--- src/rtl/asnm_pkg.sv ---
// Shared types, constants and register codes for the axis snap nearest-match block.
package asnm_pkg;

    localparam int CoordW   = 32;
    localparam int DistW    = CoordW + 1;
    localparam int TolW     = 31;
    localparam int KindW    = 2;
    localparam int CfgIdxW  = 3;
    localparam int MergeLsb = 6;

    localparam logic [KindW-1:0] KIND_NONE     = 2'd0;
    localparam logic [KindW-1:0] KIND_EDGE     = 2'd0;
    localparam logic [KindW-1:0] KIND_ENDPOINT = 2'd1;
    localparam logic [KindW-1:0] KIND_MIDPOINT = 2'd2;
    localparam logic [KindW-1:0] KIND_CENTER   = 2'd3;

    localparam logic [DistW-1:0] DIST_INF  = '1;
    localparam logic [TolW-1:0]  TOL_RESET = 31'd655360;

    typedef enum logic [CfgIdxW-1:0] {
        REG_BOX_MIN_X     = 3'd0,
        REG_BOX_MIN_Y     = 3'd1,
        REG_BOX_MAX_X     = 3'd2,
        REG_BOX_MAX_Y     = 3'd3,
        REG_TOLERANCE     = 3'd4,
        REG_CENTER_ENABLE = 3'd5,
        REG_SNAP_X_ENABLE = 3'd6,
        REG_SNAP_Y_ENABLE = 3'd7
    } t_reg_idx;

    typedef struct packed {
        logic                     axis;
        logic signed [CoordW-1:0] coord;
        logic signed [CoordW-1:0] point_x;
        logic signed [CoordW-1:0] point_y;
        logic [KindW-1:0]         cand_kind;
        logic                     empty_req;
        logic                     last;
    } t_in_item;

    typedef struct packed {
        logic                     snapped_x;
        logic signed [CoordW-1:0] delta_x;
        logic signed [CoordW-1:0] guide_x;
        logic                     snapped_y;
        logic signed [CoordW-1:0] delta_y;
        logic signed [CoordW-1:0] guide_y;
        logic [KindW-1:0]         hit_a_kind;
        logic signed [CoordW-1:0] hit_a_x;
        logic signed [CoordW-1:0] hit_a_y;
        logic [KindW-1:0]         hit_b_kind;
        logic signed [CoordW-1:0] hit_b_x;
        logic signed [CoordW-1:0] hit_b_y;
    } t_out_item;

    typedef struct packed {
        logic signed [CoordW-1:0] box_min_x;
        logic signed [CoordW-1:0] box_min_y;
        logic signed [CoordW-1:0] box_max_x;
        logic signed [CoordW-1:0] box_max_y;
        logic [TolW-1:0]          tolerance;
        logic                     center_enable;
        logic                     snap_x_enable;
        logic                     snap_y_enable;
    } t_cfg;

    localparam t_cfg CFG_RESET = '{
        box_min_x:     '0,
        box_min_y:     '0,
        box_max_x:     '0,
        box_max_y:     '0,
        tolerance:     TOL_RESET,
        center_enable: 1'b0,
        snap_x_enable: 1'b1,
        snap_y_enable: 1'b1
    };

    // Best target match of one candidate, before comparison with the axis state
    typedef struct packed {
        logic                     axis;
        logic                     hit;
        logic [DistW-1:0]         distance;
        logic signed [CoordW-1:0] delta;
        logic signed [CoordW-1:0] coord;
        logic [KindW-1:0]         kind;
        logic signed [CoordW-1:0] point_x;
        logic signed [CoordW-1:0] point_y;
        logic                     last;
    } t_match;

    typedef struct packed {
        logic                     found;
        logic [DistW-1:0]         distance;
        logic signed [CoordW-1:0] delta;
        logic signed [CoordW-1:0] guide;
        logic [KindW-1:0]         kind;
        logic signed [CoordW-1:0] point_x;
        logic signed [CoordW-1:0] point_y;
    } t_axis_best;

    localparam t_axis_best BEST_CLEAR = '{
        found:    1'b0,
        distance: DIST_INF,
        delta:    '0,
        guide:    '0,
        kind:     KIND_NONE,
        point_x:  '0,
        point_y:  '0
    };

    // Final per-query state, captured on the last request
    typedef struct packed {
        logic       snap_x;
        logic       snap_y;
        t_axis_best best_x;
        t_axis_best best_y;
    } t_snap;

endpackage

--- src/rtl/asnm_ifs.sv ---
// Handshake channel interfaces: candidate input, result output and register writes.
interface asnm_in_if import asnm_pkg::*; ();
    logic     valid;
    logic     ready;
    t_in_item data;

    modport source (output valid, output data, input ready);
    modport sink   (input valid, input data, output ready);
endinterface

interface asnm_out_if import asnm_pkg::*; ();
    logic      valid;
    logic      ready;
    t_out_item data;

    modport source (output valid, output data, input ready);
    modport sink   (input valid, input data, output ready);
endinterface

interface asnm_cfg_if import asnm_pkg::*; ();
    logic               valid;
    logic               ready;
    logic [CfgIdxW-1:0] index;
    logic [CoordW-1:0]  data;

    modport source (output valid, output index, output data, input ready);
    modport sink   (input valid, input index, input data, output ready);
endinterface

--- src/rtl/asnm_match.sv ---
// Compares one candidate with the box targets of its axis and picks the nearest in tolerance.
module asnm_match import asnm_pkg::*; (
    input  t_in_item i_item,
    input  t_cfg     i_cfg,
    output t_match   o_match
);

    logic signed [CoordW-1:0] lo;
    logic signed [CoordW-1:0] hi;
    logic signed [DistW-1:0]  sum;
    logic signed [CoordW-1:0] centre;
    logic signed [DistW-1:0]  d_lo;
    logic signed [DistW-1:0]  d_hi;
    logic signed [DistW-1:0]  d_ce;
    logic [DistW-1:0]         a_lo;
    logic [DistW-1:0]         a_hi;
    logic [DistW-1:0]         a_ce;
    logic [DistW-1:0]         tol_ext;
    logic                     in_lo;
    logic                     in_hi;
    logic                     in_ce;
    logic                     active;
    logic                     sel;
    logic [DistW-1:0]         sel_dist;
    logic signed [DistW-1:0]  sel_delta;

    always_comb begin
        lo = i_item.axis ? i_cfg.box_min_y : i_cfg.box_min_x;
        hi = i_item.axis ? i_cfg.box_max_y : i_cfg.box_max_x;
        // floor of the exact midpoint
        sum    = {lo[CoordW-1], lo} + {hi[CoordW-1], hi};
        centre = sum[DistW-1:1];

        d_lo = {i_item.coord[CoordW-1], i_item.coord} - {lo[CoordW-1], lo};
        d_hi = {i_item.coord[CoordW-1], i_item.coord} - {hi[CoordW-1], hi};
        d_ce = {i_item.coord[CoordW-1], i_item.coord} - {centre[CoordW-1], centre};
        a_lo = d_lo[DistW-1] ? DistW'(-d_lo) : DistW'(d_lo);
        a_hi = d_hi[DistW-1] ? DistW'(-d_hi) : DistW'(d_hi);
        a_ce = d_ce[DistW-1] ? DistW'(-d_ce) : DistW'(d_ce);

        tol_ext = {{(DistW-TolW){1'b0}}, i_cfg.tolerance};
        in_lo = a_lo <= tol_ext;
        in_hi = a_hi <= tol_ext;
        in_ce = i_cfg.center_enable && (a_ce <= tol_ext);

        active = !i_item.empty_req &&
                 (i_item.axis ? i_cfg.snap_y_enable : i_cfg.snap_x_enable);

        // try min, max, centre in turn; an equal distance keeps the earlier target
        sel       = in_lo;
        sel_dist  = a_lo;
        sel_delta = d_lo;
        if (in_hi && (!sel || a_hi < sel_dist)) begin
            sel       = 1'b1;
            sel_dist  = a_hi;
            sel_delta = d_hi;
        end
        if (in_ce && (!sel || a_ce < sel_dist)) begin
            sel       = 1'b1;
            sel_dist  = a_ce;
            sel_delta = d_ce;
        end

        o_match.axis     = i_item.axis;
        o_match.hit      = active && sel;
        o_match.distance = sel_dist;
        o_match.delta    = sel_delta[CoordW-1:0];
        o_match.coord    = i_item.coord;
        o_match.kind     = i_item.cand_kind;
        o_match.point_x  = i_item.point_x;
        o_match.point_y  = i_item.point_y;
        o_match.last     = i_item.last;
    end

endmodule

--- src/rtl/asnm_hits.sv ---
// Builds the result from the final per-axis state: deltas, guides and merged snap hits.
module asnm_hits import asnm_pkg::*; (
    input  t_snap     i_snap,
    output t_out_item o_result
);

    localparam logic signed [DistW-1:0] MergeHi = DistW'(MergeLsb);
    localparam logic signed [DistW-1:0] MergeLo = -DistW'(MergeLsb);

    logic signed [DistW-1:0] dx;
    logic signed [DistW-1:0] dy;
    logic                    same;
    logic                    push_x;
    logic                    push_y;

    always_comb begin
        dx = {i_snap.best_x.point_x[CoordW-1], i_snap.best_x.point_x}
           - {i_snap.best_y.point_x[CoordW-1], i_snap.best_y.point_x};
        dy = {i_snap.best_x.point_y[CoordW-1], i_snap.best_y.point_y[CoordW-1] ^
              i_snap.best_y.point_y[CoordW-1] ^ i_snap.best_x.point_y[CoordW-1],
              i_snap.best_x.point_y[CoordW-2:0]} - {i_snap.best_y.point_y[CoordW-1],
              i_snap.best_y.point_y};
        same = (i_snap.best_y.kind != KIND_NONE) &&
               (i_snap.best_x.kind == i_snap.best_y.kind) &&
               (dx <= MergeHi) && (dx >= MergeLo) &&
               (dy <= MergeHi) && (dy >= MergeLo);

        // drop the y hit when it lands on the x hit
        push_x = i_snap.snap_x && (i_snap.best_x.kind != KIND_NONE);
        push_y = i_snap.snap_y && (i_snap.best_y.kind != KIND_NONE) &&
                 !(i_snap.snap_x && same);

        o_result = '0;
        if (i_snap.snap_x) begin
            o_result.snapped_x = 1'b1;
            o_result.delta_x   = i_snap.best_x.delta;
            o_result.guide_x   = i_snap.best_x.guide;
        end
        if (i_snap.snap_y) begin
            o_result.snapped_y = 1'b1;
            o_result.delta_y   = i_snap.best_y.delta;
            o_result.guide_y   = i_snap.best_y.guide;
        end
        if (push_x) begin
            o_result.hit_a_kind = i_snap.best_x.kind;
            o_result.hit_a_x    = i_snap.best_x.point_x;
            o_result.hit_a_y    = i_snap.best_x.point_y;
            if (push_y) begin
                o_result.hit_b_kind = i_snap.best_y.kind;
                o_result.hit_b_x    = i_snap.best_y.point_x;
                o_result.hit_b_y    = i_snap.best_y.point_y;
            end
        end else if (push_y) begin
            o_result.hit_a_kind = i_snap.best_y.kind;
            o_result.hit_a_x    = i_snap.best_y.point_x;
            o_result.hit_a_y    = i_snap.best_y.point_y;
        end
    end

endmodule

--- src/rtl/axis_snap_nearest_match_top.sv ---
// Axis snap nearest match: candidate stream in, one snap result per query out.
//
// Channels: i_in takes one candidate request per cycle while its ready is high
// (axis, coordinate, kind, reference point, empty and last flags). o_out gives
// one result for each request marked last. i_cfg writes the box, tolerance and
// enable registers; its ready is always high. The user must write it only while
// no query is in flight; the block itself does not enforce this. Requests flow
// at one request per cycle while i_in.ready is high, through the four-stage
// pipeline: input register, target compare, per-axis best update, hit merge into
// the output register. A query's last request passes these stages in that order.
// Reset clears the pipeline valids and the per-axis best state and loads the
// register defaults (box 0, tolerance 10.0, centre off, both axes on). The
// best state is cleared again after every last request.
// When the receiver stalls, the output register holds its result and the
// snapshot stage takes one more; requests keep flowing into the best state
// until a further last request waits at the best-update stage with another
// request behind it in the input register, at which point i_in.ready falls.
module axis_snap_nearest_match_top import asnm_pkg::*; (
    input  logic          i_clk,
    input  logic          i_rst_n,
    asnm_cfg_if.sink      i_cfg,
    asnm_in_if.sink       i_in,
    asnm_out_if.source    o_out
);

    t_cfg       r_cfg;
    logic       r_v1;
    t_in_item   r_s1;
    logic       r_v2;
    t_match     r_s2;
    logic       r_v3;
    t_snap      r_s3;
    logic       r_vo;
    t_out_item  r_out;
    t_axis_best r_best_x;
    t_axis_best r_best_y;

    t_match     s1_match;
    t_out_item  s3_result;
    t_axis_best cur;
    t_axis_best upd;
    t_axis_best n_best_x;
    t_axis_best n_best_y;
    t_snap      n_snap;
    logic       en_o;
    logic       en3;
    logic       en2;
    logic       en1;
    logic       fire2;

    asnm_match u_match (
        .i_item  (r_s1),
        .i_cfg   (r_cfg),
        .o_match (s1_match)
    );

    asnm_hits u_hits (
        .i_snap   (r_s3),
        .o_result (s3_result)
    );

    // a stage loads when it is empty or its content moves on
    assign en_o  = !r_vo || o_out.ready;
    assign en3   = !r_v3 || en_o;
    assign en2   = !r_v2 || !r_s2.last || en3;
    assign en1   = !r_v1 || en2;
    assign fire2 = r_v2 && en2;

    assign i_in.ready  = en1;
    assign i_cfg.ready = 1'b1;
    assign o_out.valid = r_vo;
    assign o_out.data  = r_out;

    always_comb begin
        cur = r_s2.axis ? r_best_y : r_best_x;
        upd = cur;
        if (r_s2.hit && (r_s2.distance < cur.distance)) begin
            upd.found    = 1'b1;
            upd.distance = r_s2.distance;
            upd.delta    = r_s2.delta;
            upd.guide    = r_s2.coord;
            upd.kind     = r_s2.kind;
            upd.point_x  = r_s2.point_x;
            upd.point_y  = r_s2.point_y;
        end
        n_best_x = r_s2.axis ? r_best_x : upd;
        n_best_y = r_s2.axis ? upd : r_best_y;

        n_snap.snap_x = r_cfg.snap_x_enable && n_best_x.found;
        n_snap.snap_y = r_cfg.snap_y_enable && n_best_y.found;
        n_snap.best_x = n_best_x;
        n_snap.best_y = n_best_y;
    end

    always_ff @(posedge i_clk) begin
        if (!i_rst_n) begin
            r_cfg    <= CFG_RESET;
            r_v1     <= 1'b0;
            r_v2     <= 1'b0;
            r_v3     <= 1'b0;
            r_vo     <= 1'b0;
            r_best_x <= BEST_CLEAR;
            r_best_y <= BEST_CLEAR;
        end else begin
            if (i_cfg.valid) begin
                unique case (t_reg_idx'(i_cfg.index))
                    REG_BOX_MIN_X:     r_cfg.box_min_x     <= i_cfg.data;
                    REG_BOX_MIN_Y:     r_cfg.box_min_y     <= i_cfg.data;
                    REG_BOX_MAX_X:     r_cfg.box_max_x     <= i_cfg.data;
                    REG_BOX_MAX_Y:     r_cfg.box_max_y     <= i_cfg.data;
                    REG_TOLERANCE:     r_cfg.tolerance     <= i_cfg.data[TolW-1:0];
                    REG_CENTER_ENABLE: r_cfg.center_enable <= i_cfg.data[0];
                    REG_SNAP_X_ENABLE: r_cfg.snap_x_enable <= i_cfg.data[0];
                    REG_SNAP_Y_ENABLE: r_cfg.snap_y_enable <= i_cfg.data[0];
                    default: ;
                endcase
            end
            if (en1) begin
                r_v1 <= i_in.valid;
            end
            if (en2) begin
                r_v2 <= r_v1;
            end
            if (en3) begin
                r_v3 <= fire2 && r_s2.last;
            end
            if (en_o) begin
                r_vo <= r_v3;
            end
            // advance the best state; a last request starts the next query clean
            if (fire2) begin
                if (r_s2.last) begin
                    r_best_x <= BEST_CLEAR;
                    r_best_y <= BEST_CLEAR;
                end else begin
                    r_best_x <= n_best_x;
                    r_best_y <= n_best_y;
                end
            end
        end
    end

    always_ff @(posedge i_clk) begin
        if (en1) begin
            r_s1 <= i_in.data;
        end
        if (en2) begin
            r_s2 <= s1_match;
        end
        if (en3) begin
            r_s3 <= n_snap;
        end
        if (en_o) begin
            r_out <= s3_result;
        end
    end

endmodule

--- src/flat_wrapper.sv ---
// flat-port wrapper written by rule: the top's interface ports become plain ports
module axis_snap_nearest_match_top_flat import asnm_pkg::*;
  (i_clk, i_rst_n, i_cfg_valid, i_cfg_index, i_cfg_data, i_cfg_ready, i_in_valid, i_in_data, i_in_ready, o_out_valid, o_out_data, o_out_ready);
  asnm_cfg_if i_cfg_i ();
  asnm_in_if i_in_i ();
  asnm_out_if o_out_i ();
  input  logic i_clk;
  input  logic i_rst_n;
  input wire logic [$bits(i_cfg_i.valid)-1:0] i_cfg_valid;
  input wire logic [$bits(i_cfg_i.index)-1:0] i_cfg_index;
  input wire logic [$bits(i_cfg_i.data)-1:0] i_cfg_data;
  output wire logic [$bits(i_cfg_i.ready)-1:0] i_cfg_ready;
  input wire logic [$bits(i_in_i.valid)-1:0] i_in_valid;
  input wire logic [$bits(i_in_i.data)-1:0] i_in_data;
  output wire logic [$bits(i_in_i.ready)-1:0] i_in_ready;
  output wire logic [$bits(o_out_i.valid)-1:0] o_out_valid;
  output wire logic [$bits(o_out_i.data)-1:0] o_out_data;
  input wire logic [$bits(o_out_i.ready)-1:0] o_out_ready;
  assign i_cfg_i.valid = i_cfg_valid;
  assign i_cfg_i.index = i_cfg_index;
  assign i_cfg_i.data = i_cfg_data;
  assign i_cfg_ready = i_cfg_i.ready;
  assign i_in_i.valid = i_in_valid;
  assign i_in_i.data = i_in_data;
  assign i_in_ready = i_in_i.ready;
  assign o_out_valid = o_out_i.valid;
  assign o_out_data = o_out_i.data;
  assign o_out_i.ready = o_out_ready;
  axis_snap_nearest_match_top u_core (.i_clk(i_clk), .i_rst_n(i_rst_n), .i_cfg(i_cfg_i), .i_in(i_in_i), .o_out(o_out_i));
endmodule
--- config.mk ---
export PLATFORM = sky130hd
export DESIGN_NAME = axis_snap_nearest_match_top_flat
export DESIGN_NICKNAME = d
export VERILOG_FILES = /design/src/rtl/asnm_pkg.sv /design/src/rtl/asnm_ifs.sv /design/src/rtl/asnm_match.sv /design/src/rtl/asnm_hits.sv /design/src/rtl/axis_snap_nearest_match_top.sv /design/src/flat_wrapper.sv
export SDC_FILE = /design/constraint.sdc
export NUM_CORES = 2
export LEC_CHECK = 0
export CORE_ASPECT_RATIO = 1.1
export CORE_MARGIN = 5
export CORE_UTILIZATION = 58
export DETAILED_ROUTE_END_ITERATION = 16
export DONT_BUFFER_PORTS = 1
export HOLD_SLACK_MARGIN = 0.06
export PLACE_DENSITY = 0.76
export SYNTH_ARGS = -nofsm -noshare
export SYNTH_HDL_FRONTEND = slang
export SYNTH_SLANG_ARGS = --single-unit
--- constraint.sdc ---
create_clock -name i_clk -period 10.8 [get_ports i_clk]
set_input_delay 1.08 -clock i_clk [delete_from_list [all_inputs] [get_ports i_clk]]
set_output_delay 1.08 -clock i_clk [all_outputs]
set_load 0.01 [all_outputs]
==> impl_metrics.env <==
export IMPL_hold_buffers=0
export IMPL_ys_seq_area_share_pct=50.9
export IMPL_dr_pass1_iters=6
export IMPL_initial_utilization_pct=58.6
export IMPL_syn_inst=5937
export IMPL_max_cap_viol_count=0
export IMPL_critPathArrivalTime_ps=10890
export IMPL_status="complete, no violations"
export IMPL_cts_root_buffer_cell="clkbuf_16"
export IMPL_slew_violations=0
export IMPL_ys_ff_latch=1285
export IMPL_area_delta_synth_final_pct=10.4
export IMPL_worstSetupStartpoint="u_core.r_s1[100]$_DFFE_PP_"
export IMPL_cellPowerDensity_mw_per_mm2=190
export IMPL_gr_total_overflow=0
export IMPL_first_global_vias=47400
export IMPL_p_leak_nw=29.9
export IMPL_slowest_stage="nor4_1"
export IMPL_finClkSkew_ps=42.4
export IMPL_endpoint_kind="register"
export IMPL_path_buf_inv=6
export IMPL_track_usage_pct=32.8
export IMPL_die_y_um=364
export IMPL_stdcell_count=7565
export IMPL_pin_count=406
export IMPL_fin_crit_sh_pct=96.3
export IMPL_ir_drop_mv=0.184
export IMPL_synth_async_reset_ratio_pct=0
export IMPL_cts_max_path_buffers=3
export IMPL_min_from="i_in_data[70]"
export IMPL_die_area_mm2=0.121
export IMPL_path_max_fanout=20
export IMPL_clk_pin_slew_ps=60
export IMPL_cpPeakStageDelay_ps=650
export IMPL_worst_hold_path_type="input pin to register"
export IMPL_yosys_warnings=0
export IMPL_die_x_um=332
export IMPL_setup_ws_ps=404
export IMPL_final_core_util_pct=64.7
export IMPL_grt_max_degree=173
export IMPL_crit_path_start_kind="register"
export IMPL_drive_above_1_share_pct=12.3
export IMPL_tightestPinTransition_ps=1180
export IMPL_htreeDepth=4
export IMPL_finalSetupViolCount=0
export IMPL_ys_types=89
export IMPL_fmax_mhz=96.2
export IMPL_worst_ep_required_time_ps=11300
export IMPL_crit_family="compound AO/OA/AOI/OAI gates"
export IMPL_finalCriticalPeriod_ps=10400
export IMPL_whs_ps=393
export IMPL_synth_area_mm2=0.0661
export IMPL_cts_tree="built"
export IMPL_preCtsSetupSlack_ps=276
export IMPL_final_cell_mix="edfxtp_1 (791), nand2_1 (505), dfxtp_1 (494)"
export IMPL_ant_nets=0
export IMPL_num_rows=129
export IMPL_crit_path_frequent_cell="a21oi_1"
export IMPL_drcViolationCount=0
export IMPL_portBuffers=0
export IMPL_wl_um=205000
export IMPL_drtIter0Drc=4848
export IMPL_relSlewSlack_pct=21.0
export IMPL_hold_viol_final=0
export IMPL_routed_via_density=6.46
export IMPL_final_common_cell="edfxtp_1"
export IMPL_dp_cells=7310
export IMPL_grt_pass1_wl_um=303000
export IMPL_tns_ps=0
export IMPL_place_congestion=1.03
export IMPL_clk_latency_ps=780
export IMPL_nets=6473
export IMPL_core_area_mm2=0.113
export IMPL_dp_hpwl_um=147000
export IMPL_r2r_start="u_core.r_s1[100]$_DFFE_PP_"
export IMPL_antenna_found_initial=14
export IMPL_synthFlopType="edfxtp_1"
export IMPL_synth_edff_count=791
export IMPL_wl_per_cell_um=27.1
export IMPL_avgSynthCellArea_um2=11.1
export IMPL_vias=48900
export IMPL_worstSetupPathType="register to register"
export IMPL_clock_sinks=1285
export IMPL_synthesis_nets=6468
export IMPL_cts_buffers=131
## flip-flops by register name (all words and copies together) (netlist names), 101 cells and up
signal	flops
u_core.o_out.data	262
u_core.r_s3	262
u_core.r_s2	166
u_core.r_best_x	164
u_core.r_best_y	164
u_core.r_cfg	162
u_core.r_s1	101
## report_power, final
| group | switching (mW) | internal, mW |
|---|---|---|
| combinational | 2.06 | 1.42 |
| clock | 1.97 | 2.63 |
| sequential | 0.259 | 5.54 |
| total | 4.29 | 9.60 |
## cell families (layout without fill, tap and decap cells)
group | Yosys count | in the layout | synth area share [%]
simple gates | 1490 | 1490 | 11.1
compound gates | 1407 | 1407 | 15.6
flops | 1285 | 1285 | 50.9
buf+inv | 626 | 739 | 3.66
mux | 513 | 513 | 8.33
fa+ha+maj | 390 | 390 | 7.45
xor+xnor | 225 | 225 | 2.98
other cells | 1 | 10 | 0.00568
## timing repair
| action | in CTS | in global routing |
|---|---|---|
| setup endpoints to repair | 0 | 66 |
| gates resized for setup | 0 | 24 |
| setup buffers | 0 | 4 |
## worst register-to-register path: cells and delay by family, from the launching register on
| kind | cells | cell delay, ps |
|---|---|---|
| flops | 1 | 540 |
| simple gates | 14 | 2390 |
| buf+inv | 6 | 1310 |
| xor+xnor | 1 | 650 |
| mux | 3 | 960 |
| fa+ha+maj | 3 | 950 |
| compound gates | 16 | 3330 |
## cell usage after synthesis, types with 43 or more instances
library cell / count / area [um^2]
nand3_1: 73 / 365
mux2_2: 278 / 3130
nor2_1: 286 / 1070
nor4_1: 82 / 513
clkbuf_1: 275 / 1030
ha_1: 384 / 4800
nor3_1: 73 / 365
a21o_1: 115 / 863
nand2b_1: 43 / 269
xor2_1: 103 / 902
o21a_1: 61 / 458
mux2i_1: 220 / 2200
nor2b_1: 52 / 325
a32o_1: 260 / 2600
and2_1: 156 / 976
xnor2_1: 122 / 1070
nand4_1: 74 / 463
nand2_1: 507 / 1900
dfxtp_1: 494 / 9890
a21oi_1: 310 / 1550
a22o_1: 64 / 561
a21boi_0: 169 / 1270
edfxtp_1: 791 / 23800
inv_1: 313 / 1170
o21ai_0: 156 / 781
## area by class of cell
type / instances / area [um^2]
multi-input cells: 4026 / 30300
inverters: 313 / 1200
clock buffers: 185 / 3760
diodes: 9 / 22.5
well taps: 1506 / 1880
fillers: 8497 / 39900
clock inverters: 56 / 629
flip-flops and latches: 1285 / 33600
repair buffers: 185 / 1560
## through the flow
step	total power, mW	cell area (um^2)
final	13.9	72900
after global routing	14.4	72900
after floorplan	8.05	66100
after CTS	13.9	72800
after detailed placement	9.27	68400
after global placement	9.23	68400
## layer usage
layer  global-route usage, %  up-vias  part of all wire (%)  wire length, um
met5                       0        -                0.0063               13
met1                    40.6    23900                    38            78400
met2                    55.5     2320                    48            98400
li1                        -    22200                     -                -
met3                    6.65      467                   8.3            17000
met4                    15.6        2                   5.5            11300
## worst paths after layout
| path | depth (start not counted) | end | slack (ps) |
|---|---|---|---|
| max | 43 | u_core.r_s2[105]$_DFFE_PN_ | 400 |
| min | 0 | u_core.r_s1[70]$_DFFE_PP_ | 390 |
| max reg2reg | 43 | u_core.r_s2[105]$_DFFE_PN_ | 400 |
| min reg2reg | 0 | u_core.r_s2[40]$_DFFE_PN_ | 420 |
Note: power is estimated with default switching activity, not from simulation.
